--- config.mk ---
export PLATFORM = sky130hd
export DESIGN_NAME = sfpd_interp
export DESIGN_NICKNAME = d
export VERILOG_FILES = /design/src/hw/rtl/smoothed_fractional_predelay_unit_defines.svh /design/src/hw/rtl/sfpd_pkg.sv /design/src/hw/rtl/sfpd_interp.sv
export SDC_FILE = /design/constraint.sdc
export NUM_CORES = 2
export LEC_CHECK = 0
export BUFFER_PORTS_ARGS = -buffer_cell sky130_fd_sc_hd__buf_2
export CAP_MARGIN = 5
export CORE_ASPECT_RATIO = 0.7
export CORE_MARGIN = 5
export CORE_UTILIZATION = 40
export CTS_CLUSTER_DIAMETER = 30
export DETAILED_ROUTE_END_ITERATION = 16
export SYNTH_ARGS = -nofsm -noshare
export SYNTH_HDL_FRONTEND = slang
export SYNTH_SLANG_ARGS = --single-unit
--- constraint.sdc ---
create_clock -name clk -period 21 [get_ports clk]
set_clock_uncertainty 0.05 [all_clocks]
set_input_delay 1.05 -clock clk [delete_from_list [all_inputs] [get_ports clk]]
set_output_delay 1.05 -clock clk [all_outputs]
set_load 0.005 [all_outputs]
--- src/hw/rtl/smoothed_fractional_predelay_unit_defines.svh ---
// Assertion macros shared by the top, ring and ramp RTL files
`ifndef SMOOTHED_FRACTIONAL_PREDELAY_UNIT_DEFINES_SVH
`define SMOOTHED_FRACTIONAL_PREDELAY_UNIT_DEFINES_SVH

// Same-cycle implication, checked outside reset
`define SFPD_ASSERT_IMP(label, clk, rst_n, ante, cons) \
    label: assert property (@(posedge clk) disable iff (!rst_n) (ante) |-> (cons)) \
        else $error("sfpd assertion failed");

// Next-cycle implication, checked outside reset
`define SFPD_ASSERT_NEXT(label, clk, rst_n, ante, cons) \
    label: assert property (@(posedge clk) disable iff (!rst_n) (ante) |=> (cons)) \
        else $error("sfpd assertion failed");

`endif

--- src/hw/rtl/sfpd_pkg.sv ---
// Package: constants, types and helpers of the smoothed fractional predelay
package sfpd_pkg;

    localparam int BUFFER_DEPTH  = 32768;          // power of two
    localparam int ADDR_BITS     = $clog2(BUFFER_DEPTH);
    localparam int SAMPLE_BITS   = 24;
    localparam int FRACTION_BITS = 12;
    localparam int ACC_EXTRA     = 13;
    localparam int TARGET_BITS   = 27;
    localparam int RAMP_BITS     = 16;
    localparam int DELAY_BITS    = TARGET_BITS + ACC_EXTRA;
    localparam int INC_BITS      = DELAY_BITS + 1;
    localparam int INT_BITS      = TARGET_BITS - FRACTION_BITS;
    // Horner accumulator: |a| stays below 23 * 2^(SAMPLE_BITS-1)
    localparam int ACC_BITS      = SAMPLE_BITS + 5;
    localparam int PROD_BITS     = ACC_BITS + FRACTION_BITS + 1;

    localparam int CFG_INDEX_BITS = 4;
    localparam int CFG_DATA_BITS  = TARGET_BITS;

    localparam logic [CFG_INDEX_BITS-1:0] REG_TARGET_DELAY = CFG_INDEX_BITS'(0);
    localparam logic [CFG_INDEX_BITS-1:0] REG_RAMP_LENGTH  = CFG_INDEX_BITS'(1);

    localparam logic [RAMP_BITS-1:0] RAMP_RESET = RAMP_BITS'(2400);

    typedef logic signed [SAMPLE_BITS-1:0] sample_t;
    typedef logic signed [ACC_BITS-1:0]    acc_t;
    typedef logic [ADDR_BITS-1:0]          addr_t;
    typedef logic [FRACTION_BITS-1:0]      frac_t;
    typedef logic [DELAY_BITS-1:0]         delay_t;

    typedef struct packed {
        sample_t left;
        sample_t right;
    } frame_t;

    // Four taps, farthest (y3) first down to nearest (y0)
    typedef struct packed {
        sample_t y3;
        sample_t y2;
        sample_t y1;
        sample_t y0;
    } taps_t;

    // Delay status handed from the smoother to the sequencer
    typedef struct packed {
        logic  busy;
        addr_t ip;
        frac_t frac;
    } delay_status_t;

    localparam acc_t SAT_HI =
        acc_t'({{(ACC_BITS-SAMPLE_BITS+1){1'b0}}, {(SAMPLE_BITS-1){1'b1}}});
    localparam acc_t SAT_LO =
        acc_t'({{(ACC_BITS-SAMPLE_BITS+1){1'b1}}, {(SAMPLE_BITS-1){1'b0}}});

    function automatic acc_t sx(input sample_t v);
        return acc_t'(v);
    endfunction

endpackage

--- src/hw/rtl/sfpd_interp.sv ---
// Four-point Hermite interpolator for one channel, Horner form, one step a cycle
module sfpd_interp import sfpd_pkg::*; (
    input  logic    clk,
    input  logic    rst_n,
    input  logic    start,
    input  taps_t   taps,
    input  frac_t   frac,
    output logic    done,
    output sample_t result
);

    localparam logic signed [PROD_BITS-1:0] HALF_P =
        PROD_BITS'(1) << (FRACTION_BITS - 1);

    acc_t       k0_reg;
    acc_t       k1_reg;
    acc_t       k2_reg;
    acc_t       a_reg;
    acc_t       a_next;
    logic [1:0] cnt_reg;
    logic [1:0] cnt_next;
    logic       busy_reg;
    logic       busy_next;
    logic       done_reg;
    logic       done_next;
    sample_t    res_reg;

    acc_t                        e0;
    acc_t                        e1;
    acc_t                        e2;
    acc_t                        e3;
    acc_t                        d12;
    acc_t                        k0;
    acc_t                        k1;
    acc_t                        k2;
    acc_t                        k3;
    acc_t                        k_sel;
    logic signed [PROD_BITS-1:0] prod;
    logic signed [PROD_BITS-1:0] prod_rnd;
    logic signed [PROD_BITS-1:0] shifted;
    acc_t                        a_step;
    acc_t                        r;

    // Doubled coefficients
    always_comb
    begin
        e0  = sx(taps.y0);
        e1  = sx(taps.y1);
        e2  = sx(taps.y2);
        e3  = sx(taps.y3);
        d12 = e1 - e2;
        k0  = e1 <<< 1;
        k1  = e2 - e0;
        k2  = (e0 <<< 1) - (e1 <<< 2) - e1 + (e2 <<< 2) - e3;
        k3  = (e3 - e0) + d12 + (d12 <<< 1);
    end

    // One Horner step: floor((a*f + half) / 2^F) + next coefficient
    always_comb
    begin
        case (cnt_reg)
            2'd3:    k_sel = k2_reg;
            2'd2:    k_sel = k1_reg;
            default: k_sel = k0_reg;
        endcase
        prod     = a_reg * $signed({1'b0, frac});
        prod_rnd = prod + HALF_P;
        shifted  = prod_rnd >>> FRACTION_BITS;
        a_step   = $signed(shifted[ACC_BITS-1:0]) + k_sel;
        r        = (a_reg + acc_t'(1)) >>> 1;
    end

    always_comb
    begin
        a_next    = a_reg;
        cnt_next  = cnt_reg;
        busy_next = busy_reg;
        done_next = 1'b0;
        if (start)
        begin
            a_next    = k3;
            cnt_next  = 2'd3;
            busy_next = 1'b1;
        end
        else if (busy_reg)
        begin
            if (cnt_reg != 2'd0)
            begin
                a_next   = a_step;
                cnt_next = cnt_reg - 2'd1;
            end
            else
            begin
                busy_next = 1'b0;
                done_next = 1'b1;
            end
        end
    end

    always_ff @(posedge clk or negedge rst_n)
    begin
        if (!rst_n)
        begin
            cnt_reg  <= '0;
            busy_reg <= 1'b0;
            done_reg <= 1'b0;
        end
        else
        begin
            cnt_reg  <= cnt_next;
            busy_reg <= busy_next;
            done_reg <= done_next;
        end
    end

    // Coefficients, accumulator and saturated result
    always_ff @(posedge clk)
    begin
        a_reg <= a_next;
        if (start)
        begin
            k0_reg <= k0;
            k1_reg <= k1;
            k2_reg <= k2;
        end
        if (busy_reg && (cnt_reg == 2'd0))
        begin
            if (r > SAT_HI)
                res_reg <= SAT_HI[SAMPLE_BITS-1:0];
            else if (r < SAT_LO)
                res_reg <= SAT_LO[SAMPLE_BITS-1:0];
            else
                res_reg <= r[SAMPLE_BITS-1:0];
        end
    end

    assign done   = done_reg;
    assign result = res_reg;

endmodule
==> flow_summary_export.csv <==
group,metric,value,unit
floorplanning,fp-row-count,78,
timing,hold_viol_final,0,
grt,track_usage,19.4,%
cells_and_area,seq_area,0.00403,mm²
run,drv_cap,0,
setup_path,arrival,9.15,ns
cells_and_area,antennaDiodeCount,0,
timing,min_period,9.00,ns
setup_path,worst_setup_path_start_kind,"primary input",
grt,grt_overflow,0,
floorplanning,die_y,223,µm
clock_network,post_cts_resized,0,
clock_network,cts-root-buf,"clkbuf_16",
timing,slew_headroom,32.5,%
timing,slew_viol_final,0,
floorplanning,core,0.0645,mm²
setup_path,r2r-start,"a_reg[5]$_DFFE_PP_",
placed_design,place_hpwl,54.1,mm
floorplanning,die_area,0.0702,mm²
placed_design,pre_cts_ws,11.64,ns
setup_path,cp_common_cell,"fa_1",
logic_synthesis,synth_seq_cells,135,
setup_path,rrSetupSlack,12.16,ns
setup_path,critPathMaxStageDelay,0.52,ns
clock_network,cts_tree,"yes",
logic_synthesis,async_flop_share,2.96,%
setup_path,critPathSlowestCell,"fa_1",
grt,antenna_found_initial,2,
detailed_routing,avgViaCountPerCell,5.22,
setup_path,crit_type,"in2reg",
clock_network,htree_levels,4,
grt,grt_pass1_vias,20289,
logic_synthesis,syn-num-nets,3516,
clock_network,clock_path_buffers,2,
timing,worstMarginPinSlew,1.01,ns
logic_synthesis,synth-edff-count,131,
timing,fin_ws,12.00,ns
cells_and_area,area_growth,7.77,%
setup_path,rr_worst_depth,31,
logic_synthesis,syn_area,0.0260,mm²
cells_and_area,nFillCells,6222,
clock_network,worstSkewPairLatency,0.46,ns
detailed_routing,dr.pass1.iters,5,
timing,finalCritPeriodShare,42.9,%
setup_path,crit_fanout,29,
timing,timing.fmax,111,MHz
min_path,hp-class,"in2async",
grt,grt_start_max_net_pins,71,
logic_synthesis,syn_inst,2716,
setup_path,required,21.15,ns
detailed_routing,drtIter0Drc,1209,
clock_network,cts_buffers,17,
logic_synthesis,ys.warnings.count,0,
timing,fin_tns_setup,0,ns
grt,grt_pass1_wl,109,mm
floorplanning,die_w,315,µm
cells_and_area,multi_input_area,0.0200,mm²
detailed_routing,drc,0,
logic_synthesis,yosysUniqueCellTypes,76,
clock_network,path_clk_slew,0.07,ns
detailed_routing,wl_per_cell,18.1,µm
detailed_routing,wl,66.6,mm
cells_and_area,final_util,43.4,%
logic_synthesis,synth_area_per_cell,9.56,µm²
placed_design,portBuffers,135,
detailed_routing,antenna_left,0,
setup_path,end_kind,"flop",
run_status,status,"complete, no violations",
timing,setup_viol,0,
cells_and_area,drive_gt1_share,7.09,%
floorplanning,io-pin-count,136,
logic_synthesis,synth_ff_type,"edfxtp_1",
floorplanning,start_util,40.3,%
clock_network,cts_num_sinks,135,
clock_network,holdBufCountCts,0,
setup_path,reg2reg_to,"a_reg[23]$_DFFE_PP_",
timing,rsz0062_at_grt,"false",
logic_synthesis,synth_seq_area_share,15.5,%
placed_design,gp_congestion,0.907,
clock_network,cts_setup_buffers,0,
cells_and_area,nNetsFinal,3581,
detailed_routing,num_vias,19172,
## worst max-delay path by stage
| stage | start | end | slack (ns) |
|---|---|---|---|
| after floorplan | frac[3] | a_reg[23]$_DFFE_PP_ | 12.51 |
| after global placement | frac[2] | a_reg[23]$_DFFE_PP_ | 11.80 |
| after detailed placement | frac[7] | a_reg[23]$_DFFE_PP_ | 11.64 |
| after CTS | frac[7] | a_reg[23]$_DFFE_PP_ | 12.10 |
| after global routing | frac[3] | a_reg[23]$_DFFE_PP_ | 11.55 |
| final | frac[2] | a_reg[23]$_DFFE_PP_ | 12.00 |
## cells in the mapped netlist (6+ instances only)
cell,instances,area [µm²]
or3_1,16,100
and4_1,6,52.6
o31ai_1,7,52.6
o21ai_0,80,400
nand2_1,329,1230
mux2i_1,6,60.1
edfxtp_1,131,3930
nor2_1,97,364
o21ai_1,23,115
and2_1,158,988
o21a_1,19,143
nor2b_1,17,106
clkbuf_1,87,327
and3_1,22,138
nand2b_1,27,169
xor2_1,61,534
nand4_1,17,106
o211ai_1,10,75.1
a211oi_1,12,90.1
a22oi_1,22,165
ha_1,256,3200
nand3_1,34,170
a31oi_1,15,93.8
a21o_1,62,465
xnor2_1,102,893
inv_1,418,1570
nor3_1,26,130
a21oi_1,114,571
o21bai_1,13,97.6
fa_1,433,8670
## layout make-up
class | instances | area share (%)
clock inverters | 15 | 0.501
flip-flops and latches | 135 | 14.4
repair buffers | 142 | 2.61
well taps | 880 | 3.93
clock buffers | 17 | 1.52
inverters | 418 | 5.61
multi-input cells | 2067 | 71.4
## cell usage in the layout, fill, tap and decap left out, drive strengths merged, types with 61 or more instances in the layout
cell type,n
ha,256
a21o,62
xor2,61
fa,433
a21oi,117
and2,159
inv,427
nor2,97
nand2,329
o21ai,103
buf,142
xnor2,102
edfxtp,131
## metrics by stage
stage,instance area [µm²],hold slack [ns],std cells
2_1_floorplan,26000,0.462,2716
3_3_place_gp,27400,0.480,3642
3_5_place_dp,27400,0.521,3642
4_1_cts,28000,0.310,3674
5_1_grt,28000,0.320,3674
6_report,28000,0.339,3674
## worst max-delay path: cells and delay by family
family	cells	cell delay, ns
muxes	1	0.25
adders and majority gates	8	3.34
AOI/OAI and AO/OA	11	2.54
and+or+nand+nor	5	1.14
xor gates and xnor gates	2	0.27
buffers and inverters	5	0.54
## per-layer routing
metal	track usage [%]	share of wire (%)	vias up
met5	0	0.020	-
li1	-	-	8982
met4	3.51	1.1	2
met2	32.3	48	483
met3	3.44	5.3	61
met1	26.9	46	9644
## cells by family (layout without fill, tap and decap cells)
kind of cell,count (synthesis),after routing,synth area share [%]
simple gates,770,770,14.3
mux,9,9,0.361
flops,135,135,15.5
compound gates,435,435,11.0
xor+xnor,164,164,5.58
buf+inv,514,592,7.50
fa+ha+maj,689,689,45.7
Power is not shown: default switching activity piles up to over one toggle a cycle in this logic, so the estimate is an artifact.
