**config.mk**
```make
export PLATFORM = sky130hd
export DESIGN_NAME = sfpd_ramp_flat
export DESIGN_NICKNAME = d
export VERILOG_FILES = /design/src/hw/rtl/sfpd_pkg.sv /design/src/hw/rtl/sfpd_if.sv /design/src/hw/rtl/sfpd_ramp_div.sv /design/src/hw/rtl/sfpd_ramp.sv /design/src/flat_wrapper.sv
export VERILOG_INCLUDE_DIRS = /design/src /design/src/hw/rtl
export SDC_FILE = /design/constraint.sdc
export NUM_CORES = 1
export LEC_CHECK = 0
export BUFFER_PORTS_ARGS = -buffer_cell sky130_fd_sc_hd__buf_2
export CORE_ASPECT_RATIO = 1.5
export CORE_MARGIN = 1
export CORE_UTILIZATION = 65
export CTS_BUF_LIST = sky130_fd_sc_hd__clkbuf_8
export DETAILED_ROUTE_END_ITERATION = 6
export GPL_TIMING_DRIVEN = 0
export PLACE_DENSITY = 0.9
export SLEW_MARGIN = 20
export SYNTH_ARGS = -nofsm -noshare
export SYNTH_HDL_FRONTEND = slang
export SYNTH_SLANG_ARGS = --single-unit
```
**constraint.sdc**
```tcl
create_clock -name clk -period 5.24 [get_ports clk]
set_clock_uncertainty 0.2 [all_clocks]
set_input_delay 0.524 -clock clk [delete_from_list [all_inputs] [get_ports clk]]
set_output_delay 0.524 -clock clk [all_outputs]
set_load 0.05 [all_outputs]
```
**src/hw/rtl/smoothed_fractional_predelay_unit_defines.svh**
```systemverilog
// Assertion macros shared by the top, ring and ramp RTL files
`ifndef SMOOTHED_FRACTIONAL_PREDELAY_UNIT_DEFINES_SVH
`define SMOOTHED_FRACTIONAL_PREDELAY_UNIT_DEFINES_SVH

// Same-cycle implication, checked outside reset
`define SFPD_ASSERT_IMP(label, clk, rst_n, ante, cons) \
    label: assert property (@(posedge clk) disable iff (!rst_n) (ante) |-> (cons)) \
        else $error("sfpd assertion failed");

// Next-cycle implication, checked outside reset
`define SFPD_ASSERT_NEXT(label, clk, rst_n, ante, cons) \
    label: assert property (@(posedge clk) disable iff (!rst_n) (ante) |=> (cons)) \
        else $error("sfpd assertion failed");

`endif

```
**src/hw/rtl/sfpd_pkg.sv**
```systemverilog
// Package: constants, types and helpers of the smoothed fractional predelay
package sfpd_pkg;

    localparam int BUFFER_DEPTH  = 32768;          // power of two
    localparam int ADDR_BITS     = $clog2(BUFFER_DEPTH);
    localparam int SAMPLE_BITS   = 24;
    localparam int FRACTION_BITS = 12;
    localparam int ACC_EXTRA     = 13;
    localparam int TARGET_BITS   = 27;
    localparam int RAMP_BITS     = 16;
    localparam int DELAY_BITS    = TARGET_BITS + ACC_EXTRA;
    localparam int INC_BITS      = DELAY_BITS + 1;
    localparam int INT_BITS      = TARGET_BITS - FRACTION_BITS;
    // Horner accumulator: |a| stays below 23 * 2^(SAMPLE_BITS-1)
    localparam int ACC_BITS      = SAMPLE_BITS + 5;
    localparam int PROD_BITS     = ACC_BITS + FRACTION_BITS + 1;

    localparam int CFG_INDEX_BITS = 4;
    localparam int CFG_DATA_BITS  = TARGET_BITS;

    localparam logic [CFG_INDEX_BITS-1:0] REG_TARGET_DELAY = CFG_INDEX_BITS'(0);
    localparam logic [CFG_INDEX_BITS-1:0] REG_RAMP_LENGTH  = CFG_INDEX_BITS'(1);

    localparam logic [RAMP_BITS-1:0] RAMP_RESET = RAMP_BITS'(2400);

    typedef logic signed [SAMPLE_BITS-1:0] sample_t;
    typedef logic signed [ACC_BITS-1:0]    acc_t;
    typedef logic [ADDR_BITS-1:0]          addr_t;
    typedef logic [FRACTION_BITS-1:0]      frac_t;
    typedef logic [DELAY_BITS-1:0]         delay_t;

    typedef struct packed {
        sample_t left;
        sample_t right;
    } frame_t;

    // Four taps, farthest (y3) first down to nearest (y0)
    typedef struct packed {
        sample_t y3;
        sample_t y2;
        sample_t y1;
        sample_t y0;
    } taps_t;

    // Delay status handed from the smoother to the sequencer
    typedef struct packed {
        logic  busy;
        addr_t ip;
        frac_t frac;
    } delay_status_t;

    localparam acc_t SAT_HI =
        acc_t'({{(ACC_BITS-SAMPLE_BITS+1){1'b0}}, {(SAMPLE_BITS-1){1'b1}}});
    localparam acc_t SAT_LO =
        acc_t'({{(ACC_BITS-SAMPLE_BITS+1){1'b1}}, {(SAMPLE_BITS-1){1'b0}}});

    function automatic acc_t sx(input sample_t v);
        return acc_t'(v);
    endfunction

endpackage

```
**src/hw/rtl/sfpd_if.sv**
```systemverilog


interface sfpd_cfg_if import sfpd_pkg::*; ();
    logic                      valid;
    logic                      ready;
    logic [CFG_INDEX_BITS-1:0] index;
    logic [CFG_DATA_BITS-1:0]  data;
    modport source (output valid, output index, output data, input ready);
    modport sink (input valid, input index, input data, output ready);
endinterface

```
**src/hw/rtl/sfpd_ramp_div.sv**
```systemverilog
// Restoring divider, one quotient bit per cycle, for the ramp increment
module sfpd_ramp_div import sfpd_pkg::*; (
    input  logic                       clk,
    input  logic                       rst_n,
    input  logic                       start,
    input  delay_t                     dividend,
    input  logic [RAMP_BITS-1:0]       divisor,
    input  logic                       negate,
    output logic                       busy,
    output logic                       done,
    output logic signed [INC_BITS-1:0] quotient
);

    localparam int CNT_BITS = $clog2(DELAY_BITS + 1);

    delay_t               quo_reg;
    delay_t               quo_next;
    logic [RAMP_BITS-1:0] rem_reg;
    logic [RAMP_BITS-1:0] rem_next;
    logic [RAMP_BITS-1:0] dvs_reg;
    logic                 neg_reg;
    logic [CNT_BITS-1:0]  cnt_reg;
    logic [CNT_BITS-1:0]  cnt_next;
    logic                 busy_reg;
    logic                 busy_next;
    logic                 done_reg;
    logic                 done_next;

    logic [RAMP_BITS:0] rem_shift;
    logic [RAMP_BITS:0] rem_sub;
    logic               ge;

    // One shift-subtract step
    always_comb
    begin
        rem_shift = {rem_reg, quo_reg[DELAY_BITS-1]};
        ge        = rem_shift >= {1'b0, dvs_reg};
        rem_sub   = rem_shift - {1'b0, dvs_reg};
        quo_next  = quo_reg;
        rem_next  = rem_reg;
        cnt_next  = cnt_reg;
        busy_next = busy_reg;
        done_next = 1'b0;
        if (start)
        begin
            quo_next  = dividend;
            rem_next  = '0;
            cnt_next  = CNT_BITS'(DELAY_BITS);
            busy_next = 1'b1;
        end
        else if (busy_reg)
        begin
            quo_next = {quo_reg[DELAY_BITS-2:0], ge};
            rem_next = ge ? rem_sub[RAMP_BITS-1:0] : rem_shift[RAMP_BITS-1:0];
            cnt_next = cnt_reg - CNT_BITS'(1);
            if (cnt_reg == CNT_BITS'(1))
            begin
                busy_next = 1'b0;
                done_next = 1'b1;
            end
        end
    end

    always_ff @(posedge clk or negedge rst_n)
    begin
        if (!rst_n)
        begin
            busy_reg <= 1'b0;
            done_reg <= 1'b0;
            cnt_reg  <= '0;
        end
        else
        begin
            busy_reg <= busy_next;
            done_reg <= done_next;
            cnt_reg  <= cnt_next;
        end
    end

    always_ff @(posedge clk)
    begin
        quo_reg <= quo_next;
        rem_reg <= rem_next;
        if (start)
        begin
            dvs_reg <= divisor;
            neg_reg <= negate;
        end
    end

    // Truncation toward zero: divide magnitudes, then restore the sign
    assign quotient = neg_reg ? -$signed({1'b0, quo_reg}) : $signed({1'b0, quo_reg});
    assign busy     = busy_reg;
    assign done     = done_reg;

endmodule

```
**src/hw/rtl/sfpd_ramp.sv**
```systemverilog
// Delay smoother: configuration registers, linear ramp and step divider
`include "smoothed_fractional_predelay_unit_defines.svh"

module sfpd_ramp import sfpd_pkg::*; (
    input  logic           clk,
    input  logic           rst_n,
    sfpd_cfg_if.sink       cfg,
    input  logic           step,
    output delay_status_t  status
);

    logic [TARGET_BITS-1:0]      target_reg;
    logic [TARGET_BITS-1:0]      target_next;
    logic [RAMP_BITS-1:0]        length_reg;
    logic [RAMP_BITS-1:0]        length_next;
    delay_t                      cur_reg;
    delay_t                      cur_next;
    logic signed [INC_BITS-1:0]  inc_reg;
    logic signed [INC_BITS-1:0]  inc_next;
    logic [RAMP_BITS-1:0]        rem_reg;
    logic [RAMP_BITS-1:0]        rem_next;

    logic                        cfg_fire;
    logic                        cfg_known;
    logic [TARGET_BITS-1:0]      target_new;
    logic [RAMP_BITS-1:0]        length_new;
    delay_t                      goal_cur;
    delay_t                      goal_new;
    logic signed [INC_BITS-1:0]  diff;
    delay_t                      diff_mag;
    logic signed [INC_BITS-1:0]  cur_sum;
    delay_t                      cur_adv;
    logic [TARGET_BITS-1:0]      q;

    logic                        div_start;
    logic                        div_busy;
    logic                        div_done;
    logic signed [INC_BITS-1:0]  div_quo;

    assign cfg.ready = !div_busy;
    assign cfg_fire  = cfg.valid && cfg.ready;
    assign cfg_known = (cfg.index == REG_TARGET_DELAY) || (cfg.index == REG_RAMP_LENGTH);

    // Values after the write under way, used to restart the ramp
    assign target_new = (cfg.index == REG_TARGET_DELAY) ? cfg.data : target_reg;
    assign length_new = (cfg.index == REG_RAMP_LENGTH) ? cfg.data[RAMP_BITS-1:0] : length_reg;
    assign goal_cur   = {target_reg, {ACC_EXTRA{1'b0}}};
    assign goal_new   = {target_new, {ACC_EXTRA{1'b0}}};
    assign diff       = $signed({1'b0, goal_new}) - $signed({1'b0, cur_reg});
    assign diff_mag   = diff[INC_BITS-1] ? delay_t'(-diff) : delay_t'(diff);
    assign div_start  = cfg_fire && cfg_known && (length_new != '0);

    sfpd_ramp_div u_div (
        .clk      (clk),
        .rst_n    (rst_n),
        .start    (div_start),
        .dividend (diff_mag),
        .divisor  (length_new),
        .negate   (diff[INC_BITS-1]),
        .busy     (div_busy),
        .done     (div_done),
        .quotient (div_quo)
    );

    // Delay after this frame's advance; the last ramp frame lands on target
    assign cur_sum = $signed({1'b0, cur_reg}) + inc_reg;
    always_comb
    begin
        if (rem_reg == '0)
            cur_adv = cur_reg;
        else if (rem_reg == RAMP_BITS'(1))
            cur_adv = goal_cur;
        else
            cur_adv = cur_sum[DELAY_BITS-1:0];
    end

    // Frames wait while the divider runs and in the cycle its quotient is loaded
    assign q      = cur_adv[DELAY_BITS-1:ACC_EXTRA];
    assign status = '{busy: div_busy || div_done,
                      ip:   addr_t'(q[TARGET_BITS-1:FRACTION_BITS]),
                      frac: q[FRACTION_BITS-1:0]};

    // Register updates: frame step, divider result, then configuration
    always_comb
    begin
        target_next = target_reg;
        length_next = length_reg;
        cur_next    = cur_reg;
        inc_next    = inc_reg;
        rem_next    = rem_reg;
        if (step && (rem_reg != '0))
        begin
            cur_next = cur_adv;
            rem_next = rem_reg - RAMP_BITS'(1);
        end
        if (div_done)
            inc_next = div_quo;
        if (cfg_fire && cfg_known)
        begin
            target_next = target_new;
            length_next = length_new;
            if (length_new == '0)
            begin
                cur_next = goal_new;
                inc_next = '0;
                rem_next = '0;
            end
            else
                rem_next = length_new;
        end
    end

    always_ff @(posedge clk or negedge rst_n)
    begin
        if (!rst_n)
        begin
            target_reg <= '0;
            length_reg <= RAMP_RESET;
            cur_reg    <= '0;
            inc_reg    <= '0;
            rem_reg    <= '0;
        end
        else
        begin
            target_reg <= target_next;
            length_reg <= length_next;
            cur_reg    <= cur_next;
            inc_reg    <= inc_next;
            rem_reg    <= rem_next;
        end
    end

    `SFPD_ASSERT_IMP(a_ramp_no_step_in_div, clk, rst_n, step, !div_busy)
    `SFPD_ASSERT_NEXT(a_ramp_lands, clk, rst_n, step && !cfg_fire && (rem_reg == RAMP_BITS'(1)), (cur_reg[ACC_EXTRA-1:0] == '0) && (cur_reg[DELAY_BITS-1:ACC_EXTRA] == target_reg))
    `SFPD_ASSERT_NEXT(a_ramp_jump, clk, rst_n, cfg_fire && (cfg.index == REG_RAMP_LENGTH) && (cfg.data[RAMP_BITS-1:0] == '0), (rem_reg == '0) && (inc_reg == '0))

endmodule

```
**src/flat_wrapper.sv**
```systemverilog
// flat-port wrapper written by rule: the top's interface ports become plain ports
module sfpd_ramp_flat import sfpd_pkg::*;
  (clk, rst_n, step, status, cfg_valid, cfg_index, cfg_data, cfg_ready);
  sfpd_cfg_if cfg_i ();
  input  logic clk;
  input  logic rst_n;
  input  logic step;
  output delay_status_t status;
  input wire logic [$bits(cfg_i.valid)-1:0] cfg_valid;
  input wire logic [$bits(cfg_i.index)-1:0] cfg_index;
  input wire logic [$bits(cfg_i.data)-1:0] cfg_data;
  output wire logic [$bits(cfg_i.ready)-1:0] cfg_ready;
  assign cfg_i.valid = cfg_valid;
  assign cfg_i.index = cfg_index;
  assign cfg_i.data = cfg_data;
  assign cfg_ready = cfg_i.ready;
  sfpd_ramp u_core (.clk(clk), .rst_n(rst_n), .cfg(cfg_i), .step(step), .status(status));
endmodule
```
==> results.ini, run 1 <==
[cells_and_area]
n_fill_cell = 1979
syn_to_final_growth_pct = 10.9
final_common_cell = nand2_1
regArea_um2 = 5720
drive_gt1_frac = 0.111
final_cell_count_no_fill = 2492
nets = 2263
multi_input_area_um2 = 10600
antenna_cells = 0
final_cell_mix = nand2_1, nor2_1, a21oi_1

[worst_setup_path]
worstPathRequired_ns = 4.52
cp-start-kind = flip-flop
crit_type = reg2out
r2r_cells = 13
crit_fanout = 8
crit_path_start = u_core.cur_reg[0]$_DFF_PN0_
r2r_setup_slack_ns = 0.69
reg2reg_to = u_core.u_div.quo_reg[39]$_DFFE_PP_
cp.arrival_ns = 4.41
r2r-start = u_core.cur_reg[0]$_DFF_PN0_
critPathCaptureType = primary output
worstSetupEndpoint = status[25]

[timing]
clock.fmax_mhz = 195
tightest_slew_ns = 0.879
fin_crit_sh = 0.980
slew_headroom = 0.409
hold_viol = 0
min_period_ns = 5.13
fin_hold_ws_ns = 0.126
setup_viol = 0
fin_ws_ns = 0.106
slew_violations = 0

[clocking]
clock_latency_ns = 0.55
numCtsBuffers = 35
cts_tree = built
htree_levels = 2
clk_path_buf_depth = 3
cts-root-buf = clkbuf_8
clk_pin_slew_ns = 0.06
numClockSinks = 220

[grt]
antenna_found_initial = 0
overflow = 0
first_global_vias = 15900
grt_max_degree = 93
grt_usage = 0.416
grt_pass1_wl_mm = 84.3

[place]
portBuffers = 63
pre_cts_slack_ns = -1.83
gp_congestion = 0.987
hpwl_mm = 43.4
dp_cells = 2421

[yosys]
syn_inst = 2028
syn_avg_cell_area_um2 = 8.33
yosys_warnings = 0
syn_area_um2 = 16900
syn-num-nets = 2153
yosysUniqueCellTypes = 89
synth_ff_type = dfrtp_1
async_flop_share = 0.668
ys_seq_elements = 220
seq_area_frac_synth = 0.339
synth_top_area_frac = 0.212
synthTopCellsByArea = dfrtp_1, edfxtp_1, ha_1
synth_area_leader_cell = dfrtp_1
synth-edff-count = 57

[pwr]
ir_drop_mv = 0.200
p_per_area_nw_per_um2 = 183
p_leak_nw = 8.39

[drt]
viasPerCell = 6.58
vias = 16400
wire_per_inst_um = 22.3
drc = 0
ant_nets = 0
drt-initial-drc-count = 1493
drtPass1Iterations = 5
finalWirelength_mm = 55.5

[run]
drv_cap = 0

[floorplan]
rows = 71
start_util = 0.667
dieHeight_um = 199
core_um2 = 25300
num_io_pins = 64
die-area_um2 = 26600
die_w_um = 134

[run_status]
status = complete, no violations

[worst_hold_path]
min_path_type = in2reg

## power by group
part	switching, mW	total [mW]	internal, mW
logic	0.0900	0.137	0.0469
clock network	0.717	1.54	0.821
registers	0	1.75	1.75
## how the worst min path moves through the flow
| stage | slack [ns] | depth (start not counted) | endpoint | from |
|---|---|---|---|---|
| 6_report | 0.13 | 3 | u_core.target_reg[18]$_DFFE_PN0P_ | cfg_data[18] |
| 5_1_grt | 0.14 | 3 | u_core.target_reg[17]$_DFFE_PN0P_ | cfg_data[17] |
| 4_1_cts | 0.11 | 3 | u_core.target_reg[18]$_DFFE_PN0P_ | cfg_data[18] |
| 3_5_place_dp | 0.25 | 2 | u_core.u_div.rem_reg[15]$_SDFFE_PP0P_ | u_core.u_div.rem_reg[15]$_SDFFE_PP0P_ |
| 3_3_place_gp | 0.24 | 2 | u_core.u_div.rem_reg[15]$_SDFFE_PP0P_ | u_core.u_div.rem_reg[15]$_SDFFE_PP0P_ |
| 2_1_floorplan | 0.03 | 0 | u_core.cur_reg[0]$_DFF_PN0_ | rst_n |
## cells by family after synthesis
| group | after synthesis | synth area share |
|---|---|---|
| XOR/XNOR | 165 | 0.0860 |
| buffers and inverters | 214 | 0.0487 |
| AND/OR/NAND/NOR | 679 | 0.192 |
| multiplexers | 76 | 0.0469 |
| adder cells (fa/ha/maj) | 90 | 0.0676 |
| AO/OA/AOI/OAI | 584 | 0.220 |
| flip-flops | 220 | 0.339 |
## synth_stat cells (5+ instances only)
| cell type | number |
|---|---|
| inv_1 | 103 |
| nand2b_1 | 5 |
| o31ai_1 | 22 |
| and2_1 | 12 |
| o21bai_1 | 12 |
| xor2_1 | 85 |
| or2_2 | 9 |
| o21a_1 | 11 |
| a21o_1 | 40 |
| buf_1 | 10 |
| clkbuf_1 | 87 |
| nand3_1 | 29 |
| o22ai_1 | 12 |
| a22oi_1 | 9 |
| and3_1 | 14 |
| nand2_1 | 231 |
| and4_1 | 10 |
| dfrtp_1 | 143 |
| o211ai_1 | 12 |
| nor2b_1 | 11 |
| buf_2 | 12 |
| or3_1 | 15 |
| o41ai_1 | 8 |
| nor4_1 | 14 |
| nand4_1 | 22 |
| a31oi_1 | 27 |
| a41oi_1 | 12 |
| a21oi_1 | 145 |
| xnor2_1 | 79 |
| nand3b_1 | 8 |
| a2111oi_0 | 6 |
| a211oi_1 | 56 |
| dfxtp_1 | 16 |
| nor2_1 | 209 |
| edfxtp_1 | 57 |
| nor3b_1 | 7 |
| nor3_1 | 42 |
| mux2i_1 | 51 |
| o21ai_1 | 21 |
| ha_1 | 88 |
| or4_1 | 11 |
| o2111ai_1 | 6 |
| o21ai_0 | 142 |
| mux2_2 | 25 |
## critical path: stages (launching register included)
cell and delay (ns):
dfrtp_1 0.52, ha_1 0.29, fa_1 0.26, a211oi_1 0.10, nor2_1 0.36, o211ai_1 0.13
buf_4 0.18, a2111oi_2 0.45, nor4_1 0.11, o21ai_1 0.33, a41oi_1 0.20, xnor2_1 0.27
mux2i_1 0.18, a21oi_1 0.20, buf_2 0.28
## timing repair
action	in CTS	in global routing
resized for setup	35	20
pin swaps	3	2
setup buffers	6	3
endpoints found under the hold margin	55	0
hold buffers	1	0
setup endpoints to repair	49	48
## per-layer routing
metal  vias up  wire [um]  track usage
li1       7535          -            -
met1      7750      19800        0.463
met2       873      27000        0.725
met3       238       4470       0.0695
met4         0       4190        0.290
met5         -          0            0
## area by class of cell
class | instances | area share
Multi-Input combinational cell | 1594 | 0.565
Sequential cell | 220 | 0.305
Clock buffer | 41 | 0.0301
Timing Repair Buffer | 75 | 0.0241
Buffer | 108 | 0.0237
Tap cell | 328 | 0.0219
Inverter | 104 | 0.0208
Clock inverter | 22 | 0.00849
## metrics by stage
step	TNS [ns]	power, mW	instance area, um2	utilization
final	0	3.43	18700	0.740
after global routing	-0.0521	3.52	18700	0.740
after CTS	0	3.42	18600	0.736
after detailed placement	-67.38	1.91	17700	0.698
after global placement	-77.30	1.90	17600	0.696
after floorplan	0	1.85	16900	-
(Power assumes the default switching activity.)
==> inputs of run 2 (changes only) <==
SKIP_CTS_REPAIR_TIMING = 1   (was not set)
SYNTH_HIERARCHICAL = 1   (was not set)
==> results.ini, run 2 <==
[drt]
viasPerCell = 6.74
finalWirelength_mm = 58.1
vias = 17000
ant_nets = 0
drc = 0
wire_per_inst_um = 23.0
drt-initial-drc-count = 1748
drtPass1Iterations = 6

[clocking]
cts-root-buf = clkbuf_8
cts_tree = built
numClockSinks = 220
clk_path_buf_depth = 3
htree_levels = 2
clock_latency_ns = 0.57
numCtsBuffers = 36
clk_pin_slew_ns = 0.06

[cells_and_area]
final_area_um2 = 19300
drive_gt1_frac = 0.138
antenna_cells = 0
syn_to_final_growth_pct = 10.9
final_cell_count_no_fill = 2526
nets = 2289
final_cell_mix = nor2_1, nand2_1, dfrtp_1
final_common_cell = nor2_1

[timing]
min_period_ns = 5.22
hold_viol = 0
fin_crit_sh = 0.997
clock.fmax_mhz = 191
tightest_slew_ns = 0.996
fin_ws_ns = 0.0179
slew_headroom = 0.336
fin_hold_ws_ns = 0.0975
setup_viol = 0
slew_violations = 0

[worst_setup_path]
crit_type = reg2out
crit_chain = ha_1 > clkbuf_1 > a21oi_1 > o21ai_0 > a311o_1 > nor3_2 > o211ai_1 > a311oi_2 > o31ai_2 > xnor2_2 > a21boi_0 > o2bb2ai_1 > buf_2
cp.buffers_inverters = 2
crit_fanout = 8
worstPathRequired_ns = 4.52
cp_slowest_cell = dfrtp_1
cp-start-kind = flip-flop
cp_slowest_stage_delay_ns = 0.48
cpLargestDelayFamily = compound AO/OA/AOI/OAI gates
critPathCaptureType = primary output
cp.arrival_ns = 4.50

[grt]
antenna_found_initial = 0
grt_max_degree = 76
overflow = 0
grt_usage = 0.422
first_global_vias = 16500
grt_pass1_wl_mm = 88.0

[place]
hpwl_mm = 44.3
portBuffers = 63
placedInstanceArea_um2 = 18200
dp_cells = 2453
gp_congestion = 1.04
pre_cts_slack_ns = -1.44

[floorplan]
start_util = 0.660
die_w_um = 136
num_io_pins = 64
core_um2 = 26400
dieHeight_um = 202
die-area_um2 = 27500
rows = 73

[yosys]
syn_inst = 2051
syn_area_um2 = 17400
syn-num-nets = 2176
yosys_warnings = 6
syn_avg_cell_area_um2 = 8.49

[run_status]
status = complete, no violations

[worst_hold_path]
min_path_type = in2reg

[run]
drv_cap = 0

-- run 2: routing by layer --
metal | track usage | vias to the layer above | wire length (um)
met5 | 0 | - | 0
met4 | 0.423 | 0 | 6610
met3 | 0.0649 | 322 | 4390
met2 | 0.670 | 1006 | 26700
met1 | 0.468 | 8059 | 20400
li1 | - | 7626 | -
-- run 2: layout make-up --
cell class / count / area (um2)
plain buffers: 108 / 464
clock buffers: 41 / 564
clock inverters: 22 / 140
fillers: 1970 / 7100
inverters: 99 / 372
multi-input cells: 1621 / 11200
flip-flops and latches: 220 / 5720
well taps: 337 / 422
repair buffers: 78 / 460
-- run 2: tightest hold or removal path: stages --
cell	delay [ns]
buf_2	0.07
mux2i_1	0.07
o21ai_0	0.16
-- run 2: through the flow --
stage               setup TNS [ns]  utilization
finish                           0        0.731
global route                -0.136        0.731
CTS                         -23.88        0.716
detailed placement          -50.47        0.690
global placement            -77.19        0.688
floorplan                        0            -
-- run 2: final timing paths --
check | to | startpoint | slack, ns | cells past startpoint
worst min-delay path | u_core/target_reg[23]$_DFFE_PN0P_ | cfg_data[23] | 0.1 | 3
worst max register to register | u_core/u_div/quo_reg[32]$_DFFE_PP_ | u_core/target_reg[9]$_DFFE_PN0P_ | 0.47 | 17
worst max-delay path | status[26] | u_core/cur_reg[18]$_DFF_PN0_ | 0.02 | 13
max in group asynchronous | u_core/length_reg[8]$_DFFE_PN1P_ | rst_n | 3.65 | 3
worst min register to register | u_core/length_reg[15]$_DFFE_PN0P_ | u_core/length_reg[15]$_DFFE_PN0P_ | 0.31 | 2
min in group asynchronous | u_core/cur_reg[7]$_DFF_PN0_ | rst_n | 0.34 | 2
Power of run 2 is left out: the tool's default activity adds up to more than one toggle a clock period on the data nets, which glitch-free logic cannot reach.
==> inputs of run 3 (changes only) <==
PLACE_DENSITY = 0.86   (was 0.9)
==> results.ini, run 3 (same netlist as run 2, synthesis figures left out) <==
[run_status]
status = complete, but fails checks
violations = DRC

[cells_and_area]
final_common_cell = nor2_1
syn_to_final_growth_pct = 11.1
regArea_um2 = 5720
nets = 2286
drive_gt1_frac = 0.140
multi_input_area_um2 = 11100
final_area_um2 = 19300
n_fill_cell = 2026
antenna_cells = 0
final_cell_mix = nor2_1, nand2_1, dfrtp_1

[worst_setup_path]
r2r_setup_slack_ns = 0.42
r2r_cells = 16
critPathCaptureType = flip-flop
reg2reg_to = u_core/u_div/quo_reg[39]$_DFFE_PP_
cp-start-kind = input pin
critPathMostFrequentCell = buf_4
crit_chain = buf_2 > nor4_4 > buf_4 > buf_6 > mux2i_2 > inv_1 > ha_2 > a21oi_2 > o21ai_0 > a211oi_2 > buf_4 > o22ai_2 > or4_1 > a41o_1 > nand2_1 > nand2_2 > inv_2 > clkbuf_4 > buf_4 > o41ai_2 > xnor2_1 > mux2_2
worstSetupEndpoint = u_core/u_div/quo_reg[39]$_DFFE_PP_
crit_fanout = 10
cp_slowest_stage_delay_ns = 0.50
crit_path_start = cfg_index[0]
crit_type = in2reg
worstPathRequired_ns = 5.37
cp.arrival_ns = 5.34
r2r-start = u_core/target_reg[10]$_DFFE_PN0P_
cp_slowest_cell = or4_1

[drt]
viasPerCell = 6.75
drc = 1
drt-initial-drc-count = 1923
wire_per_inst_um = 23.8
vias = 17100
finalWirelength_mm = 60.2
ant_nets = 0
drtPass1Iterations = 7

[grt]
antenna_found_initial = 0
grt_usage = 0.434
grt_pass1_wl_mm = 90.4
overflow = 0
first_global_vias = 16500
grt_max_degree = 98

[clocking]
cts_tree = built
cts-root-buf = clkbuf_8
htree_levels = 2
clock_latency_ns = 0.59
numClockSinks = 220
clk_pin_slew_ns = 0.07
numCtsBuffers = 37
clk_path_buf_depth = 3

[floorplan]
rows = 73
die-area_um2 = 27500
dieHeight_um = 202
core_um2 = 26400
die_w_um = 136
start_util = 0.660
num_io_pins = 64

[timing]
slew_violations = 0
rsz0062_at_grt = true
slew_headroom = 0.275
hold_viol = 0
clock.fmax_mhz = 192
fin_crit_sh = 0.994
setup_viol = 0
tightest_slew_ns = 1.09
min_period_ns = 5.21

[place]
hpwl_mm = 45.7
portBuffers = 63
placedInstanceArea_um2 = 18200
gp_congestion = 1.05

[run]
drv_cap = 0

[worst_hold_path]
hp-start = cfg_data[25]
min_path_type = in2reg

run 3: changes by cell type in the layout (fill, tap and decap cells not counted), sizes merged:
cell	before	now
clkbuf	124	121
clkinv	7	11
inv	111	113
bufinv	1	2
buf	102	100
clkinvlp	2	1
run 3: stage by stage:
step | instances | hold WS (ns) | worst slack (ns) | util | setup TNS (ns)
5_1_grt | 2527 | 0.121 | -0.0572 | 0.733 | -0.254
4_1_cts | 2523 | -0.323 | -1.40 | 0.720 | -42.56
3_3_place_gp | 2451 | 0.277 | -1.90 | 0.688 | -118.84
3_5_place_dp | 2455 | 0.281 | -1.99 | 0.691 | -67.07
2_1_floorplan | 2051 | 0.0284 | 0.0101 | - | 0
6_report | 2527 | 0.100 | 0.0312 | 0.733 | 0
run 3: worst min path at each step:
stage / end / slack, ns / cells after the start
final: u_core/target_reg[25]$_DFFE_PN0P_ / 0.10 / 3
after global routing: u_core/u_div/dvs_reg[6]$_DFFE_PP_ / 0.12 / 2
after CTS: u_core/inc_reg[3]$_DFF_PN0_ / -0.32 / 1
after detailed placement: u_core/inc_reg[3]$_DFF_PN0_ / 0.28 / 1
after global placement: u_core/length_reg[10]$_DFFE_PN0P_ / 0.28 / 2
after floorplan: u_core/cur_reg[0]$_DFF_PN0_ / 0.03 / 0
run 3: layer usage:
layer	wire length, um	vias up	GRT usage
met5	0	-	0
met2	28400	1012	0.710
met3	5050	318	0.0889
met1	21200	8119	0.483
li1	-	7619	-
met4	5510	0	0.356
run 3: layout make-up:
type                            instances  share of cell area
Buffer                                104              0.0232
Clock buffer                           40              0.0285
Clock inverter                         28              0.0100
Inverter                               99              0.0192
Multi-Input combinational cell       1621               0.576
Sequential cell                       220               0.296
Tap cell                              337              0.0218
Timing Repair Buffer                   78              0.0253
run 3: worst max-delay path: cells and delay by family:
| family | cells | cell delay, ns |
|---|---|---|
| simple gates | 4 | 1.08 |
| mux | 2 | 0.64 |
| compound gates | 6 | 1.12 |
| fa+ha+maj | 1 | 0.35 |
| xor+xnor | 1 | 0.18 |
| buf+inv | 8 | 1.42 |
Power of run 3 is left out for the same reason.
